==> src/hdl/xtea_block_cipher_defines.svh <==
// Assertion macros used by the top-level cipher RTL.
`ifndef XTEA_BLOCK_CIPHER_DEFINES_SVH
`define XTEA_BLOCK_CIPHER_DEFINES_SVH

// Implication checked outside reset.
`define XTEA_ASSERT_IMP(label, ante, cons) \
  label: assert property (@(posedge clk) disable iff (rst) (ante) |-> (cons)) \
    else $error("xtea check failed");

// Next-cycle implication, also checked around reset.
`define XTEA_ASSERT_NXT(label, ante, cons) \
  label: assert property (@(posedge clk) (ante) |=> (cons)) \
    else $error("xtea check failed");

`endif

==> src/hdl/xtea_pkg.sv <==
// Shared types, constants and round function for the XTEA pipeline.
package xtea_pkg;

  localparam int WORD_W       = 32;
  localparam int KEY_WORDS    = 4;
  localparam int KEY_SEL_W    = 2;
  localparam int CFG_IDX_W    = 3;
  localparam int ROUNDS_DFLT  = 32;
  localparam int MIX_SHL      = 4;
  localparam int MIX_SHR      = 5;
  localparam int KEY_SHIFT    = 11;
  localparam logic [WORD_W-1:0] DELTA = 32'h9E37_79B9;

  // configuration register indexes
  localparam logic [CFG_IDX_W-1:0] REG_KEY0 = 3'd0;
  localparam logic [CFG_IDX_W-1:0] REG_KEY1 = 3'd1;
  localparam logic [CFG_IDX_W-1:0] REG_KEY2 = 3'd2;
  localparam logic [CFG_IDX_W-1:0] REG_KEY3 = 3'd3;

  // command codes
  localparam logic CMD_ENC = 1'b0;
  localparam logic CMD_DEC = 1'b1;

  typedef logic [WORD_W-1:0] word_t;
  typedef word_t [KEY_WORDS-1:0] key_set_t;

  typedef struct packed {
    logic  cmd;
    word_t hi;
    word_t lo;
  } blk_t;

  function automatic word_t mix(input word_t x, input word_t sum, input word_t key);
    word_t f;
    f = ((x << MIX_SHL) ^ (x >> MIX_SHR)) + x;
    return f ^ (sum + key);
  endfunction

endpackage

==> src/hdl/xtea_key_regs.sv <==
// Key register file written through the configuration channel.
module xtea_key_regs (
  input  logic                               clk,
  input  logic                               rst,
  input  logic                               cfg_valid,
  output logic                               cfg_ready,
  input  logic [xtea_pkg::CFG_IDX_W-1:0]     cfg_index,
  input  logic [xtea_pkg::WORD_W-1:0]        cfg_data,
  output xtea_pkg::key_set_t                 keys
);

  assign cfg_ready = 1'b1;

  always_ff @(posedge clk) begin
    if (rst) begin
      keys <= '0;
    end else if (cfg_valid) begin
      case (cfg_index)
        xtea_pkg::REG_KEY0: keys[0] <= cfg_data;
        xtea_pkg::REG_KEY1: keys[1] <= cfg_data;
        xtea_pkg::REG_KEY2: keys[2] <= cfg_data;
        xtea_pkg::REG_KEY3: keys[3] <= cfg_data;
        default: ; // out-of-range index: ignored
      endcase
    end
  end

endmodule

==> config.mk <==
export PLATFORM = sky130hd
export DESIGN_NAME = xtea_key_regs
export DESIGN_NICKNAME = d
export VERILOG_FILES = /design/src/hdl/xtea_block_cipher_defines.svh /design/src/hdl/xtea_pkg.sv /design/src/hdl/xtea_key_regs.sv
export SDC_FILE = /design/constraint.sdc
export NUM_CORES = 1
export LEC_CHECK = 0
export ABC_AREA = 1
export BUFFER_PORTS_ARGS = -buffer_cell sky130_fd_sc_hd__buf_2
export CAP_MARGIN = 10
export CORE_MARGIN = 3
export CORE_UTILIZATION = 52
export CTS_CLUSTER_DIAMETER = 30
export CTS_CLUSTER_SIZE = 30
export DETAILED_ROUTE_END_ITERATION = 10
export PLACE_DENSITY = 0.82
export SETUP_SLACK_MARGIN = 0.1
export SYNTH_ARGS = -nofsm -noshare
export SYNTH_HDL_FRONTEND = slang
export SYNTH_SLANG_ARGS = --single-unit
==> constraint.sdc <==
create_clock -name clk -period 2 [get_ports clk]
set_clock_uncertainty 0.2 [all_clocks]
set_input_delay 0.3 -clock clk [delete_from_list [all_inputs] [get_ports clk]]
set_output_delay 0.3 -clock clk [all_outputs]
set_load 0.03 [all_outputs]
==> Word level (Yosys, flattened, before mapping) <==
Cells that the tools add are included.
{ "op_classes": {"eq_ne": 3, "reduce_logical": 5} }
{ "op_table": {"columns": ["op", "n"], "rows": [
  ["$reduce_and A2 Y1", 4],
  ["$eq A3 B2 Y1 const B", 2],
  ["$eq A3 B1 Y1 const B", 1],
  ["$logic_not A3 Y1", 1]
]} }
{ "totals": {"reg_bits": 128} }

==> Depth between registers and ports, before layout <==
{ "depth": {"depth_word": 2, "mapped_depth": 7, "mapped_depth_nobuf": 5} }

==> Worst setup path before layout <==
No wires, ideal clock.
{ "synth_path": {"path_kind": "input -> register", "startpoint": "input rst", "endpoint": "register keys[10] in the netlist's numbering", "setup_ps": 64, "arrival_ps": 1035, "slack_ps": 701, "stages": 5, "path_buffers": 2, "path_cell_list": "inv_1 clkbuf_1 clkbuf_1 nand2_1 nor2_1"} }
{ "synth_lines": {"columns": ["element", "line", "source"], "rows": [
  ["start, declared", "xtea_key_regs.sv:4", "input logic rst,"],
  ["end, declared", "xtea_key_regs.sv:9", "output xtea_pkg::key_set_t keys"]
]} }

==> Worst setup path after layout <==
{ "layout_path": {"startpoint": "register keys[94] in the netlist's numbering", "endpoint": "output keys[94] in the netlist's numbering"} }
No word-level cell between the ends.

==> metrics.yaml <==
cts_tree: "built"
tns_ns: 0
htreeDepth: 4
synth_area_leaders: "dfxtp_1 (50%), nor2_1 (16%), nand3_1 (12%)"
final_common_cell: "nor2_1"
rows: 35
regMostFlops: "keys"
post_cts_resized: 0
worstSetupEndpointType: "output pin"
antenna_found_initial: 1
placedCellCount: 1001
min_from: "cfg_index[2]"
fmax_ghz: 0.6343
preCtsSetupSlack_ns: 0.4012
yosysTopAreaCellShare_pct: 49.72
reg_top3: "keys x128"
crit_start: "keys[94]$_SDFFE_PP0P_"
most-common-layout-cells: "nor2_1 (224), buf_2 (165), nand2_1 (132), nand3_1 (128), dfxtp_1 (128)"
max_slew_margin_pct: 63.97
p_total_mw: 6.751
routed_wl_mm: 14.49
post_drt_wl_per_cell_um: 13.61
finalCritPeriodShare_pct: 78.83
dp_hpwl_mm: 8.954
synth_seq_area_share_pct: 49.72
cp_max_fo: 2
clkTransAtPathRegs_ns: 0.05
grt_pass1_vias: 4985
status: "finished clean"
cp_cell_sequence: "buf_2"
cts_root_buf: "clkbuf_8"
avgSynthCellArea_um2: 6.908
syn-cell-area_mm2: 0.005154
port_buffers: 165
dieArea_mm2: 0.01114
synth_nets: 784
path_buf_inv: 1
worst_slew_pin_slew_ns: 0.5405
min_path_type: "primary input to flip-flop"
largest_register_ffs: 128
cts.sinks: 128
synth_largest_area_cell: "dfxtp_1"
die_h_um: 105.6
clock_tree.buffer_depth: 2
placed_area_mm2: 0.006078
synth_cell_types: 14
grt_setup_unrepaired: "false"
grt_max_degree: 129
grt_pass1_wl_mm: 23.91
fin_nets: 961
drt-pass1-iter-count: 5
drv_slew: 0
powerDensity_mw_per_mm2: 959.7
ios: 167
startpoint_type: "flip-flop"
area_delta_synth_final_pct: 36.49
final_cells: 1065
start_util_pct: 54.74
core-area_mm2: 0.009415
worst_slack_ns: 0.4235
hold_viol_final: 0
synth_seq_cells: 128
worstSetupPathType: "flip-flop to output pin"
reg2reg_from: "keys[89]$_SDFFE_PP0P_"
track_usage_pct: 26.37
die_width_um: 105.6
fillCellCount: 743
critPathTopFamily: "flip-flops"
vias_per_cell: 4.944
cts_buffers: 17
p_leak_nw: 3.516
stdcell_area_mm2: 0.007034
drc: 0
ys_warn_count: 0
gp_congestion: 0.8195
via_count: 5265
critPathRequiredTime_ns: 1.50
cpPeakStageDelay_ns: 0.36
period_needed_ns: 1.577
finalSetupViolations: 0
crit_slowest_cell: "dfxtp_1"
syn_inst: 746
first_iter_violations: 331
final_antenna_net_count: 0
antenna_cells: 0
peakVddDrop_v: 0.0005618
cp.arrival_ns: 1.08
layout-drive-gt1-share_pct: 23.82
clk_latency_ns: 0.51
grt_overflow: 0
drv_cap: 0
[Yosys cell counts]
| library cell | number |
|---|---|
| nor2_4 | 1 |
| buf_2 | 36 |
| nor2_1 | 224 |
| buf_1 | 12 |
| nor2_2 | 6 |
| buf_4 | 1 |
| inv_1 | 37 |
| inv_2 | 1 |
| nand3_1 | 128 |
| nand2_1 | 132 |
| a21oi_1 | 32 |
| conb_1 | 1 |
| clkbuf_1 | 7 |
| dfxtp_1 | 128 |
[power breakdown]
part | internal (mW) | switching (mW)
Sequential | 2.64 | 0.0470
Combinational | 0.266 | 0.546
Clock | 2.13 | 1.12
[timing repair]
action | in CTS | in global routing
setup endpoints to repair | 0 | 0
buffers inserted | 0 | 0
hold buffers | 32 | 0
hold endpoints to repair | 117 | 0
[per-layer routing]
metal	wire length (um)	vias to the layer above	GRT usage, %
met1	5999	2359	31.70
met5	10	-	0
met4	218	2	8.326
met2	7154	198	45.31
met3	1110	20	7.777
li1	-	2686	-
[metrics by stage]
stage | utilization, % | hold WS, ns
final | 74.71 | 0.03083
after global routing | 74.71 | 0.04366
after CTS | 74.71 | 0.002372
after detailed placement | 64.56 | 0.2657
after global placement | 64.56 | 0.2526
after floorplan | - | 0.3396
[cell type report]
class / count / area (um^2) / share of cell area [%]
Clock buffer: 20 / 455.4 / 6.475
Clock inverter: 12 / 180.2 / 2.561
Inverter: 38 / 143.9 / 2.046
Multi-Input combinational cell: 524 / 2195 / 31.20
Sequential cell: 128 / 2562 / 36.43
Tap cell: 129 / 161.4 / 2.295
Timing Repair Buffer: 214 / 1336 / 19.00
[worst paths after layout]
check                                              end  slack (ns)  depth (start not counted)
worst max-delay path                          keys[94]        0.42                          1
worst min-delay path            keys[116]$_SDFFE_PP0P_        0.03                          5
worst max register to register   keys[89]$_SDFFE_PP0P_        1.15                          2
worst min register to register  keys[116]$_SDFFE_PP0P_        0.27                          2
[logic make-up after synthesis]
kind of cell           count (synthesis)  share of synthesized area [%]
DFF                                  128                          49.72
other                                  1                        0.07276
buffers and inverters                 94                          7.793
and+or+nand+nor                      491                          39.31
AOI/OAI and AO/OA                     32                          3.107
No activity file was read; power rests on OpenSTA's default activity.
