--- config.mk ---
export PLATFORM = sky130hd
export DESIGN_NAME = xtea_half_round
export DESIGN_NICKNAME = d
export VERILOG_FILES = /design/src/hdl/xtea_block_cipher_defines.svh /design/src/hdl/xtea_pkg.sv /design/src/hdl/xtea_half_round.sv
export SDC_FILE = /design/constraint.sdc
export NUM_CORES = 1
export LEC_CHECK = 0
export BUFFER_PORTS_ARGS = -buffer_cell sky130_fd_sc_hd__buf_2
export CORE_MARGIN = 1
export CORE_UTILIZATION = 35
export DETAILED_ROUTE_END_ITERATION = 12
export PLACE_DENSITY_LB_ADDON = 0.05
export SLEW_MARGIN = 20
export SYNTH_ARGS = -nofsm -noshare
export SYNTH_HDL_FRONTEND = slang
export SYNTH_SLANG_ARGS = --single-unit
--- constraint.sdc ---
create_clock -name clk -period 13.79 [get_ports clk]
set_input_delay 0 -clock clk [delete_from_list [all_inputs] [get_ports clk]]
set_output_delay 0 -clock clk [all_outputs]
set_load 0.05 [all_outputs]
--- src/hdl/xtea_block_cipher_defines.svh ---
// Assertion macros used by the top-level cipher RTL.
`ifndef XTEA_BLOCK_CIPHER_DEFINES_SVH
`define XTEA_BLOCK_CIPHER_DEFINES_SVH

// Implication checked outside reset.
`define XTEA_ASSERT_IMP(label, ante, cons) \
  label: assert property (@(posedge clk) disable iff (rst) (ante) |-> (cons)) \
    else $error("xtea check failed");

// Next-cycle implication, also checked around reset.
`define XTEA_ASSERT_NXT(label, ante, cons) \
  label: assert property (@(posedge clk) (ante) |=> (cons)) \
    else $error("xtea check failed");

`endif

--- src/hdl/xtea_pkg.sv ---
// Shared types, constants and round function for the XTEA pipeline.
package xtea_pkg;

  localparam int WORD_W       = 32;
  localparam int KEY_WORDS    = 4;
  localparam int KEY_SEL_W    = 2;
  localparam int CFG_IDX_W    = 3;
  localparam int ROUNDS_DFLT  = 32;
  localparam int MIX_SHL      = 4;
  localparam int MIX_SHR      = 5;
  localparam int KEY_SHIFT    = 11;
  localparam logic [WORD_W-1:0] DELTA = 32'h9E37_79B9;

  // configuration register indexes
  localparam logic [CFG_IDX_W-1:0] REG_KEY0 = 3'd0;
  localparam logic [CFG_IDX_W-1:0] REG_KEY1 = 3'd1;
  localparam logic [CFG_IDX_W-1:0] REG_KEY2 = 3'd2;
  localparam logic [CFG_IDX_W-1:0] REG_KEY3 = 3'd3;

  // command codes
  localparam logic CMD_ENC = 1'b0;
  localparam logic CMD_DEC = 1'b1;

  typedef logic [WORD_W-1:0] word_t;
  typedef word_t [KEY_WORDS-1:0] key_set_t;

  typedef struct packed {
    logic  cmd;
    word_t hi;
    word_t lo;
  } blk_t;

  function automatic word_t mix(input word_t x, input word_t sum, input word_t key);
    word_t f;
    f = ((x << MIX_SHL) ^ (x >> MIX_SHR)) + x;
    return f ^ (sum + key);
  endfunction

endpackage

--- src/hdl/xtea_half_round.sv ---
// One registered XTEA half round; round sum and key pick are fixed per stage and command.
module xtea_half_round #(
  parameter int STAGE  = 0,
  parameter int ROUNDS = xtea_pkg::ROUNDS_DFLT
) (
  input  logic               clk,
  input  logic               rst,
  input  logic               in_valid,
  output logic               in_ready,
  input  xtea_pkg::blk_t     in_blk,
  output logic               out_valid,
  input  logic               out_ready,
  output xtea_pkg::blk_t     out_blk,
  input  xtea_pkg::key_set_t keys
);

  localparam int  RND    = STAGE / 2;
  localparam bit  IS_ODD = (STAGE % 2) == 1;
  // encrypt: sum after r or r+1 delta steps; decrypt counts down from ROUNDS
  localparam longint unsigned ENC_MULT = IS_ODD ? RND + 1 : RND;
  localparam longint unsigned DEC_MULT = IS_ODD ? ROUNDS - RND - 1 : ROUNDS - RND;
  localparam logic [63:0] ENC_PROD = 64'(ENC_MULT) * 64'(xtea_pkg::DELTA);
  localparam logic [63:0] DEC_PROD = 64'(DEC_MULT) * 64'(xtea_pkg::DELTA);
  localparam xtea_pkg::word_t ENC_SUM = ENC_PROD[xtea_pkg::WORD_W-1:0];
  localparam xtea_pkg::word_t DEC_SUM = DEC_PROD[xtea_pkg::WORD_W-1:0];
  localparam xtea_pkg::word_t ENC_KSH = ENC_SUM >> xtea_pkg::KEY_SHIFT;
  localparam xtea_pkg::word_t DEC_KSH = DEC_SUM >> xtea_pkg::KEY_SHIFT;
  localparam logic [xtea_pkg::KEY_SEL_W-1:0] ENC_KSEL =
    IS_ODD ? ENC_KSH[xtea_pkg::KEY_SEL_W-1:0] : ENC_SUM[xtea_pkg::KEY_SEL_W-1:0];
  localparam logic [xtea_pkg::KEY_SEL_W-1:0] DEC_KSEL =
    IS_ODD ? DEC_SUM[xtea_pkg::KEY_SEL_W-1:0] : DEC_KSH[xtea_pkg::KEY_SEL_W-1:0];

  logic               is_dec;
  logic               upd_hi;
  xtea_pkg::word_t    sum;
  xtea_pkg::word_t    key;
  xtea_pkg::word_t    src;
  xtea_pkg::word_t    dst;
  xtea_pkg::word_t    f;
  xtea_pkg::word_t    res;
  xtea_pkg::blk_t     blk_next;

  always_comb begin
    is_dec = (in_blk.cmd == xtea_pkg::CMD_DEC);
    // encrypt even / decrypt odd update the high half
    upd_hi = (is_dec == IS_ODD);
    sum    = is_dec ? DEC_SUM : ENC_SUM;
    key    = keys[is_dec ? DEC_KSEL : ENC_KSEL];
    src    = upd_hi ? in_blk.lo : in_blk.hi;
    dst    = upd_hi ? in_blk.hi : in_blk.lo;
    f      = xtea_pkg::mix(src, sum, key);
    res    = is_dec ? dst - f : dst + f;
    blk_next = in_blk;
    if (upd_hi) begin
      blk_next.hi = res;
    end else begin
      blk_next.lo = res;
    end
  end

  assign in_ready = !out_valid || out_ready;

  always_ff @(posedge clk) begin
    if (rst) begin
      out_valid <= 1'b0;
    end else if (in_ready) begin
      out_valid <= in_valid;
    end
  end

  always_ff @(posedge clk) begin
    if (in_ready && in_valid) begin
      out_blk <= blk_next;
    end
  end

endmodule

Word level (Yosys, flattened, before mapping)
Cells that the tools add are included.
- input port bits: 197
- output and inout port bits: 67
- flip-flop bits (word level): 66
- multiplexer cells: 9
- order comparisons: 1
- reductions and logical operators: 3
- $add $sub $neg: 4
- bitwise gates (word level): 2
- operators by type and width (cell ; count):
    two-way mux 32 bit ; 7
    adder 32 bit ; 3
    binary-select mux 32 bit (select 2 bit) ; 1
    subtractor 32 bit ; 1
    bitwise XOR 32 x 27 -> 32 bit ; 1
    bitwise XOR 32 bit ; 1
    less-than comparator 2 x 3 -> 1 bit (second input constant) ; 1
    two-way mux 2 bit ; 1
    logical AND 1 bit ; 1
    logical NOT 1 bit ; 1
    logical OR 1 bit ; 1

Logic depth before layout (Yosys ltp)
Gate-level depths: netlist of the first run.
- depth after elaboration: 8
- gate-level depth with buffers: 33
- gate-level depth less buffers: 28

Least setup slack after synthesis of the first run
Ideal clock, no wire load.
- path kind: input to register
- start point: input in_blk[64] (netlist name)
- end point: register out_blk[63] (netlist name), data pin
- stages on the path: 29
- path slack: 6.707 ns
- data required time: 13.527 ns
- buffers on the path: 6
- arrival: 6.819 ns
- cells stage by stage: buf_2 -> buf_2 -> buf_2 -> clkbuf_1 -> buf_1 -> clkbuf_1 -> mux2_2 -> ha_1 -> and2_1 -> a221o_1 -> or2_2 -> a31oi_1 -> xnor2_1 -> xnor2_1 -> nor4_2 -> nor2_1 -> xor2_1 -> ha_1 -> or2_2 -> a221o_1 -> nor4_1 -> nor3_1 -> a2111oi_0 -> a211o_1 -> a31o_2 -> a21oi_1 -> xor2_1 -> xnor2_1 -> o21ai_1
- RTL lines (item ; RTL line ; RTL):
    start, declared ; xtea_half_round.sv:10 ; input xtea_pkg::blk_t in_blk,
    end signal, assigned ; xtea_half_round.sv:73 ; out_blk <= blk_next;
    end, declared ; xtea_half_round.sv:13 ; output xtea_pkg::blk_t out_blk,

==> results of run 1 <==
-- worst max-delay path by stage --
stage	from	end	slack [ps]
after floorplan	in_blk[64]	out_blk[63]$_DFFE_PP_	6710
after global placement	in_blk[64]	out_blk[63]$_DFFE_PP_	6150
after detailed placement	in_blk[64]	out_blk[63]$_DFFE_PP_	6160
after CTS	in_blk[64]	out_blk[63]$_DFFE_PP_	6480
after global routing	in_blk[64]	out_blk[63]$_DFFE_PP_	5840
final	in_blk[64]	out_blk[63]$_DFFE_PP_	6530
-- through the flow --
stage	cell area, µm²	power [mW]	util, %	hold slack [ps]
after floorplan	9081	1.459	-	69.07
after global placement	10420	1.769	41.15	159.3
after detailed placement	10420	1.773	41.15	161.6
after CTS	10890	2.016	43.00	2.097
after global routing	10890	2.174	43.00	17.93
final	10890	2.008	43.00	-1.744
-- power breakdown --
part / leakage, nW / internal, mW / switching, mW
clock: 0.142 / 0.144 / 0.0901
sequential: 0.643 / 0.321 / 0.0155
combinational: 3.91 / 0.528 / 0.909
-- kinds of logic after synthesis --
group                    synth area share (%)
XOR/XNOR                                16.11
adder cells (fa/ha/maj)                 11.60
multiplexers                            8.680
flip-flops                              21.71
AND/OR/NAND/NOR                         17.20
AO/OA/AOI/OAI                           21.89
buffers and inverters                   2.811
-- layer usage --
layer / GRT usage, % / routed length (µm)
met1: 31.15 / 14470
met2: 27.16 / 10300
met3: 1.447 / 917
met4: 3.016 / 176
met5: 0 / 0
-- registers in the layout, indices dropped and copies added (netlist names) --
name / count
out_valid: 1
out_blk: 65
-- layout make-up --
class / count / area (µm²)
fill: 2575 / 14440
clock inverter: 5 / 55.05
clock buffer: 11 / 242.7
tap: 330 / 412.9
timing repair buffer: 221 / 1210
inverter: 38 / 142.6
multi-input combinational: 941 / 6855
sequential: 66 / 1972
-- synth_stat cells (20+ instances only) --
cell,count
sky130_fd_sc_hd__nand2_1,94
sky130_fd_sc_hd__o21ai_0,87
sky130_fd_sc_hd__edfxtp_1,65
sky130_fd_sc_hd__mux2_2,54
sky130_fd_sc_hd__xor2_1,49
sky130_fd_sc_hd__o21bai_1,24
sky130_fd_sc_hd__nor3_1,20
sky130_fd_sc_hd__clkbuf_1,22
sky130_fd_sc_hd__ha_1,81
sky130_fd_sc_hd__nor2b_1,26
sky130_fd_sc_hd__a21o_1,28
sky130_fd_sc_hd__a21oi_1,92
sky130_fd_sc_hd__nor2_1,57
sky130_fd_sc_hd__inv_1,38
sky130_fd_sc_hd__xnor2_1,111
-- cells in the final DEF (no fill, tap or decap), types with 28 or more instances in the layout --
cell and n:
sky130_fd_sc_hd__a21o_1 28, sky130_fd_sc_hd__a21oi_1 92, sky130_fd_sc_hd__buf_2 198, sky130_fd_sc_hd__edfxtp_1 65
sky130_fd_sc_hd__ha_1 81, sky130_fd_sc_hd__inv_1 37, sky130_fd_sc_hd__mux2_2 54, sky130_fd_sc_hd__nand2_1 94
sky130_fd_sc_hd__nor2_1 57, sky130_fd_sc_hd__o21ai_0 87, sky130_fd_sc_hd__xnor2_1 111, sky130_fd_sc_hd__xor2_1 49
-- critical path, stage by stage --
cell	delay, ps
sky130_fd_sc_hd__buf_6	420
sky130_fd_sc_hd__clkinv_1	140
sky130_fd_sc_hd__buf_4	340
sky130_fd_sc_hd__nand2_1	160
sky130_fd_sc_hd__nand2_1	110
sky130_fd_sc_hd__ha_1	250
sky130_fd_sc_hd__fa_1	450
sky130_fd_sc_hd__a211oi_1	380
sky130_fd_sc_hd__o21ai_0	240
sky130_fd_sc_hd__a31oi_1	220
sky130_fd_sc_hd__o21ai_0	120
sky130_fd_sc_hd__xnor2_1	200
sky130_fd_sc_hd__or3_1	430
sky130_fd_sc_hd__nor4_2	190
sky130_fd_sc_hd__nor2_1	90
sky130_fd_sc_hd__xor2_1	150
sky130_fd_sc_hd__ha_1	230
sky130_fd_sc_hd__or2_2	310
sky130_fd_sc_hd__a221o_1	260
sky130_fd_sc_hd__nor4_1	530
sky130_fd_sc_hd__nor3_1	140
sky130_fd_sc_hd__a2111oi_0	910
sky130_fd_sc_hd__a211o_1	260
sky130_fd_sc_hd__a31o_2	170
sky130_fd_sc_hd__a21oi_1	90
sky130_fd_sc_hd__xor2_1	190
sky130_fd_sc_hd__xnor2_1	180
sky130_fd_sc_hd__o21ai_1	70
==> results.txt, run 1 <==
The run finished, with violations left. The checks that failed: hold timing. The run gives 264 as the top-level I/O count.

After synthesis, the mean cell area works out to 8.456 µm². The run gives 0 as the number of nets with antenna violations after routing. Critical path class: input pin to flop. The worst setup path is launched from an input pin.

The portion of the clock cycle consumed by the worst path in the final layout came out at 52.65%. The run gives 7340 ps as the arrival time reported for the critical path endpoint. The maximum number of pins on one net before global-route repair came out at 79. The worst clock skew came out at 8.134 ps.

In this run the critical register-to-register path is captured at out_blk[63]$_DFFE_PP_. The run gives 58 as the count of standard-cell rows. Across every metal layer, demand over resource in global routing totals 19.16%. Worst min-delay path category: input pin to flop.

The count of input and output buffers is 199. The overall die height was 163.1 µm. The launch point of the worst hold path is in_blk[0].

Max-slew violation count: 0. Summing every instance area after synthesis gives 0.009081 mm². Dividing the detail-routed wire length by the instance count gives 16.04 µm. At the end of routability-driven placement, the weighted congestion stood at 0.8258. OpenSTA, run right after detailed placement, puts the worst setup slack at 6156 ps. The worst setup path is captured at a flop. Setup violations remaining at the end of the flow were counted as 0. Setup repair after global routing left no endpoint under its margin. Critical register-to-register path startpoint: out_valid$_SDFFE_PP0N_. After clock tree synthesis, the repair step resized 0 gates. The area fraction of the dominant cell type after synthesis came out at 21.49%. Max-cap violations in this run came to 0.

The run gives 7373 as the via count of the first global-routing pass. The worst hold-check slack is -1.744 ps. For the sink count of the clock tree, the log shows 66.

Sink of the worst hold path: out_blk[0]$_DFFE_PP_. The clock-pin transition on the worst setup and hold timing paths is 60 ps, and the core area is 0.02533 mm². For the clock buffer count from CTS, the log shows 9.

The tools report the number of distinct standard cells referenced by the synthesized netlist as 75. The tools report the HPWL reported at the end of detailed placement as 21220 µm. The final count of hold timing violations is 1, and the H-tree depth is 3.

The post-CTS setup repair buffer count is 0, and the achievable clock frequency is 137.7 MHz. Yosys printed 0 warnings. VDD sags by at most 93.36 µV. For this design the ratio of total power to cell area is 184.4 mW/mm². For the buffer depth of the longest clock path, the log shows 2. Measured along the x axis, the die boundary spans 163.1 µm. The synthesized design contains 66 register bits.

Global routing finished with a remaining overflow of 0. Synthesis produced 1074 cells. Wires add up to 25860 µm.

The cell sitting at the root of the clock tree is a sky130_fd_sc_hd__clkbuf_16. Number of stages on the worst hold path: 3. For this run, the leading register cell type out of synthesis is sky130_fd_sc_hd__edfxtp_1.

0 antenna diodes ended up in the layout. The share of final-layout standard cells stronger than drive strength 1 is 22.93%, and the worst setup slack for register-to-register paths is 12170 ps. Summed over all cells, the static leakage comes to 4.695 nW. Measured in cells, the most critical reg-to-reg path has a length of 3.

The tools report the final cell count without fillers as 1612. The run gives 0 as the initial antenna violation count. Sorting the synthesized cells by area gives the leading types as sky130_fd_sc_hd__edfxtp_1 (21%), sky130_fd_sc_hd__ha_1 (11%), sky130_fd_sc_hd__xnor2_1 (11%). The synthesized design spends more area on one cell type than any other, namely sky130_fd_sc_hd__edfxtp_1. TritonCTS built the clock tree. The initial core utilization is 35.86%, and the async set-or-reset flop fraction in the synthesized netlist is 0%. The largest fanout of any net on the critical path was 78; the clock period minus final worst setup slack was 7260 ps. After routing, the total negative slack on setup checks comes to 0 ps. After detailed placement, the design holds a cell count of 1579.

The number of nets in the synthesized netlist came out at 1354. For the number of DRC markers in iteration 0, the log shows 464. In the routed layout, each cell is associated on average with a via count of 5.108.

Compared with the post-synthesis result, the final layout area differs by 19.92%. The first detailed-routing pass took 5 iterations. For the worst-skew pair, the clock arrives at the later sink with an insertion delay of 330 ps. For the final worst setup slack, the log shows 6530 ps.

The global-route wire length before repair was 39850 µm. The count of flip-flops with a built-in enable after synthesis was 65; the final net count was 1557. For the post-route DRC violation count, the log shows 0. The logs give 0.02660 mm² for the die area and 31.00% for the tightest slew margin relative to the limit. Of the synthesized area, sequential elements account for 21.71%. The tools report the data required time of the critical path as 13870 ps.

For the pin with the worst max-slew slack, the measured transition is 1009 ps. The final route contains 8234 vias. Hold buffer count at cts: 17.
Power figures use the tool's default switching activity.
==> run 2, diff against run 1 <==
ABC_AREA = 1   (was not set)
clock period = 7.2 ns   (was 13.79 ns; I/O delays follow)
==> run 2 against run 1 <==
The run now ends clean. Routed wire length is 26% higher. Critical path depth increased by 4. Clock power rose by 100%. Synthesized area grew 9.4%. Non-clock buffer count increased by 36. Global-route usage rose by 3.4 points. Design area grew 11%. Critical path type unchanged. Highest routed layer unchanged.
==> results.txt, run 2 <==
The final wirelength came out at 32550 µm. Setup violations remaining at the end of the flow were counted as 0. The post-synthesis to final-layout area growth was 22.07%; the count of input and output buffers was 199. Final sum of negative setup slack: 0 ps. The count of standard-cell rows was 61; the count of mapped cells out of synthesis was 1590. The cell area after layout is 0.01213 mm², and the post-route DRC violation count is 0. Initial antenna violation count: 0. Synthesis inferred 66 register bits. The largest individual stage delay along the critical path comes from the cell sky130_fd_sc_hd__inv_4. TritonCTS built the clock tree.

The clock period minus final worst setup slack is 5588 ps. In this run the worst hold path is classified as input pin to flop. For this block, the initial DRC count from the detailed router was 627. The tools report the via count of the first global-routing pass as 9985. The H-tree depth is 3. The sink count of the clock tree is 66. Across the VDD grid, the largest voltage drop is 112.5 µV.

Setup repair after global routing left no endpoint under its margin. The total number of vias was 10800; the achievable clock frequency was 178.9 MHz. The critical path buffer and inverter count is 4, and the maximum number of pins on one net before global-route repair is 76.

The tools report the post-placement cell area as 0.01135 mm². In the synthesized netlist the dominant register cell turns out to be sky130_fd_sc_hd__edfxtp_1. Clock latency on the worst-skew pair, taken at its later pin, is 340 ps. Between clock sinks in the finished design, the worst skew comes to 6.365 ps. After detailed routing, the number of vias per cell comes to 4.892. Final cell count without fillers: 2208. For the number of nets in the synthesized netlist, the log shows 1870. No sink is reached through more buffers than the 2 on the longest clock path. On the critical path the largest part of the delay comes from simple AND/OR/NAND/NOR gates. Measured slew at the worst slew-check pin: 1074 ps. By count the netlist is led by sky130_fd_sc_hd__nand2_1 (569), sky130_fd_sc_hd__inv_1 (169), sky130_fd_sc_hd__nor2_1 (99), sky130_fd_sc_hd__o21ai_0 (99), sky130_fd_sc_hd__nand3_1 (97). The worst pin sits at a relative slew slack of 27.66%. STA puts the critical path data arrival time at 5670 ps. The top-level I/O count is 264, and the HPWL reported at the end of detailed placement is 27710 µm. The area fraction of the dominant cell type after synthesis is 21.49%. The run gives 7280 ps as the data required time of the critical path. The number of optimization iterations in the first detailed-route pass came out at 6. After detailed routing, the average wire length per cell comes to 14.74 µm. Counting buffers and inverters, the worst setup path is 32 cells deep.

The number of antenna diodes in the final layout is 0. For this run, the register share of the synthesized area comes to 19.84%. The largest registers in the layout are out_blk (65), out_valid (1).

In this design, the stage delay of the slowest critical-path cell is 560 ps. Yosys attributes the largest share of cell area to sky130_fd_sc_hd__nand2_1 (21%), sky130_fd_sc_hd__edfxtp_1 (20%), sky130_fd_sc_hd__ha_1 (10%). Cell taking the most area after synthesis: sky130_fd_sc_hd__nand2_1.

The tools report the post-CTS setup repair buffer count as 0. The max-slew violation count was 0; the number of inserted filler cells in the final layout was 2999. By instance count, the leading cell after synthesis is sky130_fd_sc_hd__nand2_1. The run finished with clean final reports.

The worst setup path is launched from an input pin. The logs give 2146 for the post-placement cell count and 22.53% for the all-layer global routing usage. The number of warnings reported in the yosys synthesis log was 0. The worst setup path is of the input pin to flop kind.

The total power came out at 3.641 mW. The tree is rooted in a sky130_fd_sc_hd__clkbuf_16. In the layout the commonest cells are sky130_fd_sc_hd__nand2_1 (569), sky130_fd_sc_hd__buf_2 (198), sky130_fd_sc_hd__inv_1 (169). The number of hold buffers added after CTS was 46. Before CTS, the worst setup slack after placement is 1274 ps. The tools report the die area as 0.02907 mm². The tool flagged a number of max-cap violations equal to 0. Summed over all layers, the global routing overflow is 0.

The post-route core utilization is 43.54%, and the clock-pin transition on the worst setup and hold timing paths is 50 ps. For the number of nets with antenna violations after routing, the log shows 0. The worst hold path was traced through 3 stages.

The async set-or-reset flop fraction in the synthesized netlist was 0%. The run gives 35.67% as the initial core utilization. Clock tree synthesis inserted a total of 9 buffers. Hold timing on the final database bottoms out at a slack of 12.24 ps. For the cell area after synthesis, the log shows 0.009937 mm². Most common cell after layout, fill and taps aside: sky130_fd_sc_hd__nand2_1.

For this run, the post-layout net count is 2105. The largest fanout of any net on the critical path was 75; the portion of the clock cycle consumed by the worst path in the final layout was 77.61%. The congestion estimate from routability-driven global placement came to 0.9439. The most prevalent standard cell on the critical path was sky130_fd_sc_hd__nand2_1. The horizontal die dimension was 170.5 µm; the global-route wire length before repair was 50660 µm. The core area came out at 0.02786 mm².

The tools report the type of element capturing the critical path as a flop. Final count of hold timing violations: 0. Leakage power figure: 6.312 nW. The netlist uses 51 different library cells.

Register with the most flip-flops: out_blk. In this run the power density over the cells is 300.1 mW/mm². The worst path meets setup with 1612 ps of slack. The average cell area after synthesis came out at 6.250 µm². The number of gates resized after CTS was 0. Cells with a size suffix above 1 make up 15.08% of the layout.

The worst reg2reg path depth is 2, and the overall die height is 170.5 µm. In this run, synthesis inferred 65 flip-flops with an integrated enable. The number of flip-flops under the largest register name is 65.
-- run 2: cell types whose count changed after synthesis, moves of 26 or more --
cell	before	now
sky130_fd_sc_hd__inv_1	38	169
sky130_fd_sc_hd__mux2_2	54	0
sky130_fd_sc_hd__xnor2_1	111	43
sky130_fd_sc_hd__nor2b_1	26	0
sky130_fd_sc_hd__nor2_1	57	99
sky130_fd_sc_hd__nand3_1	15	97
sky130_fd_sc_hd__nand2_1	94	569
-- run 2: cell type report --
cell class              count  area [µm²]  share of cell area, %
clock inverters             7       93.84                 0.7736
multi-input cells        1315        7154                  58.98
inverters                 176       663.1                  5.467
repair buffers            257        1549                  12.77
clock buffers               9       225.2                  1.857
flip-flops and latches     66        1972                  16.26
well taps                 378       473.0                  3.899
-- run 2: power by group --
group / internal [mW] / switching [mW] / total [mW]
Sequential: 0.577 / 0.0235 / 0.600
Clock: 0.302 / 0.170 / 0.472
Combinational: 0.826 / 1.74 / 2.57
-- run 2: cell families after synthesis --
logic type                 count (synthesis)  synth area share [%]
muxes                                      1                0.1007
AOI/OAI and AO/OA                        252                 14.10
DFF                                       66                 19.84
and+or+nand+nor                          862                 36.62
buffers and inverters                    209                 8.272
adders and majority gates                 83                 10.60
xor gates and xnor gates                 117                 10.46
-- run 2: final timing paths --
path | from | end | slack, ps
max | in_blk[64] | out_blk[58]$_DFFE_PP_ | 1610
min | in_blk[0] | out_blk[0]$_DFFE_PP_ | 10
max reg2reg | out_valid$_SDFFE_PP0N_ | out_blk[60]$_DFFE_PP_ | 5660
min reg2reg | out_valid$_SDFFE_PP0N_ | out_valid$_SDFFE_PP0N_ | 1090
-- run 2: routing by layer --
layer	global-route usage (%)	wire (µm)	up-vias
met1	31.61	16260	4805
met5	0	0	-
met4	6.032	506	0
met3	1.573	1288	24
met2	37.15	14500	261
li1	-	-	5711
-- run 2: tightest hold or removal path, stage by stage --
cell and delay (ps):
sky130_fd_sc_hd__buf_2 100, sky130_fd_sc_hd__nand2_1 60, sky130_fd_sc_hd__o21ai_0 70
==> run 3, diff against run 2 <==
clock period = 5.9 ns   (was 7.2 ns; I/O delays follow)
==> run 3 against run 2 <==
The flow now finishes with violations (hold timing). Die area unchanged. Highest routed layer unchanged. Utilization increased by 2.0 points. Clock skew increased by 1.8 ps. Flip-flop and latch count unchanged. Cell count increased by 3.4%. Critical path depth increased by 2. Clock power increased by 16%. Sequential power increased by 22%. Register-to-register slack got worse by 1300 ps.
==> results.txt, run 3 (synthesized netlist as in run 2, its figures left out) <==
HPWL reported at the end of detailed placement: 28670 µm. The worst stage delay on the critical path was 540 ps. The type of element capturing the critical path is a flop.

The die area was 0.02907 mm²; the number of flip-flops under the largest register name was 65. The routed layout has 10990 vias. The most common cell after layout, fill and taps aside is sky130_fd_sc_hd__nand2_1.

The launch point of the worst hold path is in_blk[25]. The tools report the final cell count without fillers as 2284. Dividing the detail-routed via count by the number of cells gives 4.810.

The final count of hold timing violations is 1, and the clock-pin transition on the worst setup and hold timing paths is 70 ps. TritonCTS built the clock tree. The routing usage on met2 came out at 38.19%.

The critical path class is input pin to flop. The floorplan step set the die height to 170.5 µm. The critical register-to-register path startpoint was out_valid$_SDFFE_PP0N_. The post-synthesis to final-layout area growth works out to 27.73%. The repair_antennas step left the layout with diodes totalling 0.

From left edge to right edge, the die measures 170.5 µm. Headroom to the max-slew limit came out at 44.74%. The clock network burns 11.6% of the power.

The largest fanout of any net on the critical path works out to 3. The number of stages on the worst hold path came out at 3. The largest registers in the layout are out_blk (65), out_valid (1). Final wirelength: 33130 µm. The highest-delay cell along the critical path was sky130_fd_sc_hd__dlygate4sd3_1. The run gives 0 as the max-slew violation count. The number of failing setup endpoints in the final timing report came out at 0. The run gives 565.2 ps as the final worst setup slack.

Of the available clock period, the critical path in the final layout requires 90.42%. The final reports fail on hold timing. The count of nets left with antenna violations once routing finished came out at 0. After clock tree synthesis, the setup repair step added 0 buffers. The clock tree synthesis step divided the H-tree into 3 levels. The run gives 6.703 nW as the leakage power figure.

The count of input and output buffers works out to 199. The top-level I/O count came out at 264. The combinational power share came out at 72.8%. The number of cells on the worst reg-to-reg path is 2. Setup repair after global routing left no endpoint under its margin. Worst min-delay path category: input pin to flop. The buffer depth of the longest clock path was 2; the measured slew at the worst slew-check pin was 829.0 ps.

Initial antenna violation count: 0. The run gives 51360 µm as the global-route wire length before repair. The all-layer global routing usage was 22.86%; the share of power burned in registers was 15.5%. The endpoint identified for the worst register-to-register timing path is out_blk[30]$_DFFE_PP_. For the peak supply drop, the log shows 147.3 µV.

Leaving out fill and tap cells, the most frequent cells in the layout are sky130_fd_sc_hd__nand2_1 (569), sky130_fd_sc_hd__buf_2 (198), sky130_fd_sc_hd__inv_1 (169). The initialized floorplan defines 61 standard-cell rows. For the number of DRC markers in iteration 0, the log shows 688. The number of max-cap violations is 0. The register with the most flip-flops was out_blk.

In this run, placement finished with an instance count of 2238. The root buffer cell is sky130_fd_sc_hd__clkbuf_16. Startpoint class of the critical path: an input pin. Data arrives at the worst endpoint at 5440 ps. The congestion estimate from routability-driven global placement came to 0.8737. The source-to-sink clock delay at the later pin of the worst-skew pair is 330 ps, and the internal power of the cells is 2.285 mW.

The total area inside the core boundary comes to 0.02786 mm². The share of final-layout standard cells stronger than drive strength 1 was 19.36%; the worst setup slack for register-to-register paths was 4340 ps. Sink of the worst hold path: out_blk[25]$_DFFE_PP_. The flow ran to the end, but the final reports show violations. The worst hold-check slack is -9.905 ps. For this design the total switching power over the nets is 2.417 mW. CTS saw 66 sinks. For this run, the post-layout net count is 2181. The smallest clock period supported by the final layout is computed as 5335 ps. The via count of the first global-routing pass was 10060; the maximum number of pins on one net before global-route repair was 66.

Counting the fill cells in the layout gives 3000. Worst clock skew: 8.191 ps. met2 is the most crowded layer. After detailed routing, the number of remaining DRC violations is 0. Net switching is 51.41% of the power. The global-route track usage on met1 is 32.02%, and the global routing usage on met3 is 1.827%. The clock buffer count from CTS was 9.

Power spread over the standard cell area amounts to 370.4 mW/mm². For this run, the share of the core covered by cells in the final layout is 45.56%. Among the stages of the critical path, the cell type that occurs most often is sky130_fd_sc_hd__nand2_1. For this run, the detailed router's first-pass iteration total came to 5. Derived from the worst setup path, the maximum achievable clock frequency is 187.5 MHz.

The post-placement setup slack was 373.6 ps; the per-cell routed wire length was 14.51 µm. The initial core utilization came out at 35.67%. Adding up every negative setup slack in the final design gives 0 ps.

After global routing the overflow that remains totals 0. At the worst endpoint, the required time is 6000 ps.
==> run 3: cell types whose count changed in the layout (fill, tap and decap cells not counted), sizes merged <==
cell and change:
bufinv -1, dlygate4sd3 -16, clkinvlp -1, inv +2, buf +92
==> run 3: power groups by stage <==
stage | logic (mW) | registers (mW) | clock network (mW)
3_5_place_dp | 3.40 | 0.744 | 0
3_3_place_gp | 3.39 | 0.741 | 0
6_report | 3.42 | 0.731 | 0.547
4_1_cts | 3.43 | 0.734 | 0.557
5_1_grt | 3.81 | 0.744 | 0.574
2_1_floorplan | 1.92 | 1.16 | 0
==> run 3: final cells by class <==
| type | count | area [µm²] | area share [%] |
|---|---|---|---|
| Tap cell | 378 | 473.0 | 3.726 |
| Timing Repair Buffer | 333 | 2130 | 16.78 |
| Sequential cell | 66 | 1972 | 15.54 |
| Inverter | 176 | 663.1 | 5.225 |
| Clock buffer | 9 | 225.2 | 1.774 |
| Multi-Input combinational cell | 1315 | 7154 | 56.37 |
| Clock inverter | 7 | 75.07 | 0.5915 |
==> run 3: worst max path at each step <==
stage,start,to,slack [ps],cells after the start
after CTS,in_blk[5],out_blk[27]$_DFFE_PP_,460,27
after detailed placement,in_blk[64],out_blk[27]$_DFFE_PP_,370,27
final,in_blk[5],out_blk[63]$_DFFE_PP_,570,34
after floorplan,in_blk[64],out_blk[63]$_DFFE_PP_,810,40
after global routing,in_blk[5],out_blk[63]$_DFFE_PP_,8,40
after global placement,in_blk[64],out_blk[27]$_DFFE_PP_,390,27
==> run 3: worst max-delay path, delay by kind of cell <==
family,cells,cell delay (ps)
and+or+nand+nor,19,2010
adders and majority gates,4,1220
buffers and inverters,6,1030
AOI/OAI and AO/OA,3,720
xor gates and xnor gates,2,440
==> run 3: per-layer routing <==
layer,routed length [µm],share of wire [%]
met4,420,1.3
met3,1276,3.9
met2,14830,45
met5,0,0
met1,16610,50
==> run 3: what timing repair did <==
action | in CTS | in global routing
endpoints found under the hold margin | 29 | 0
resized for setup | 0 | 1
hold buffers | 30 | 0
setup endpoints to repair | 0 | 2
==> run 3: metrics by stage <==
step	total power [mW]	hold slack, ps	area, µm²
global placement	4.130	160.1	12090
CTS	4.722	1.507	12690
global route	5.127	8.730	12690
finish	4.701	-9.905	12690
detailed placement	4.148	168.5	12090
floorplan	3.089	69.07	9937
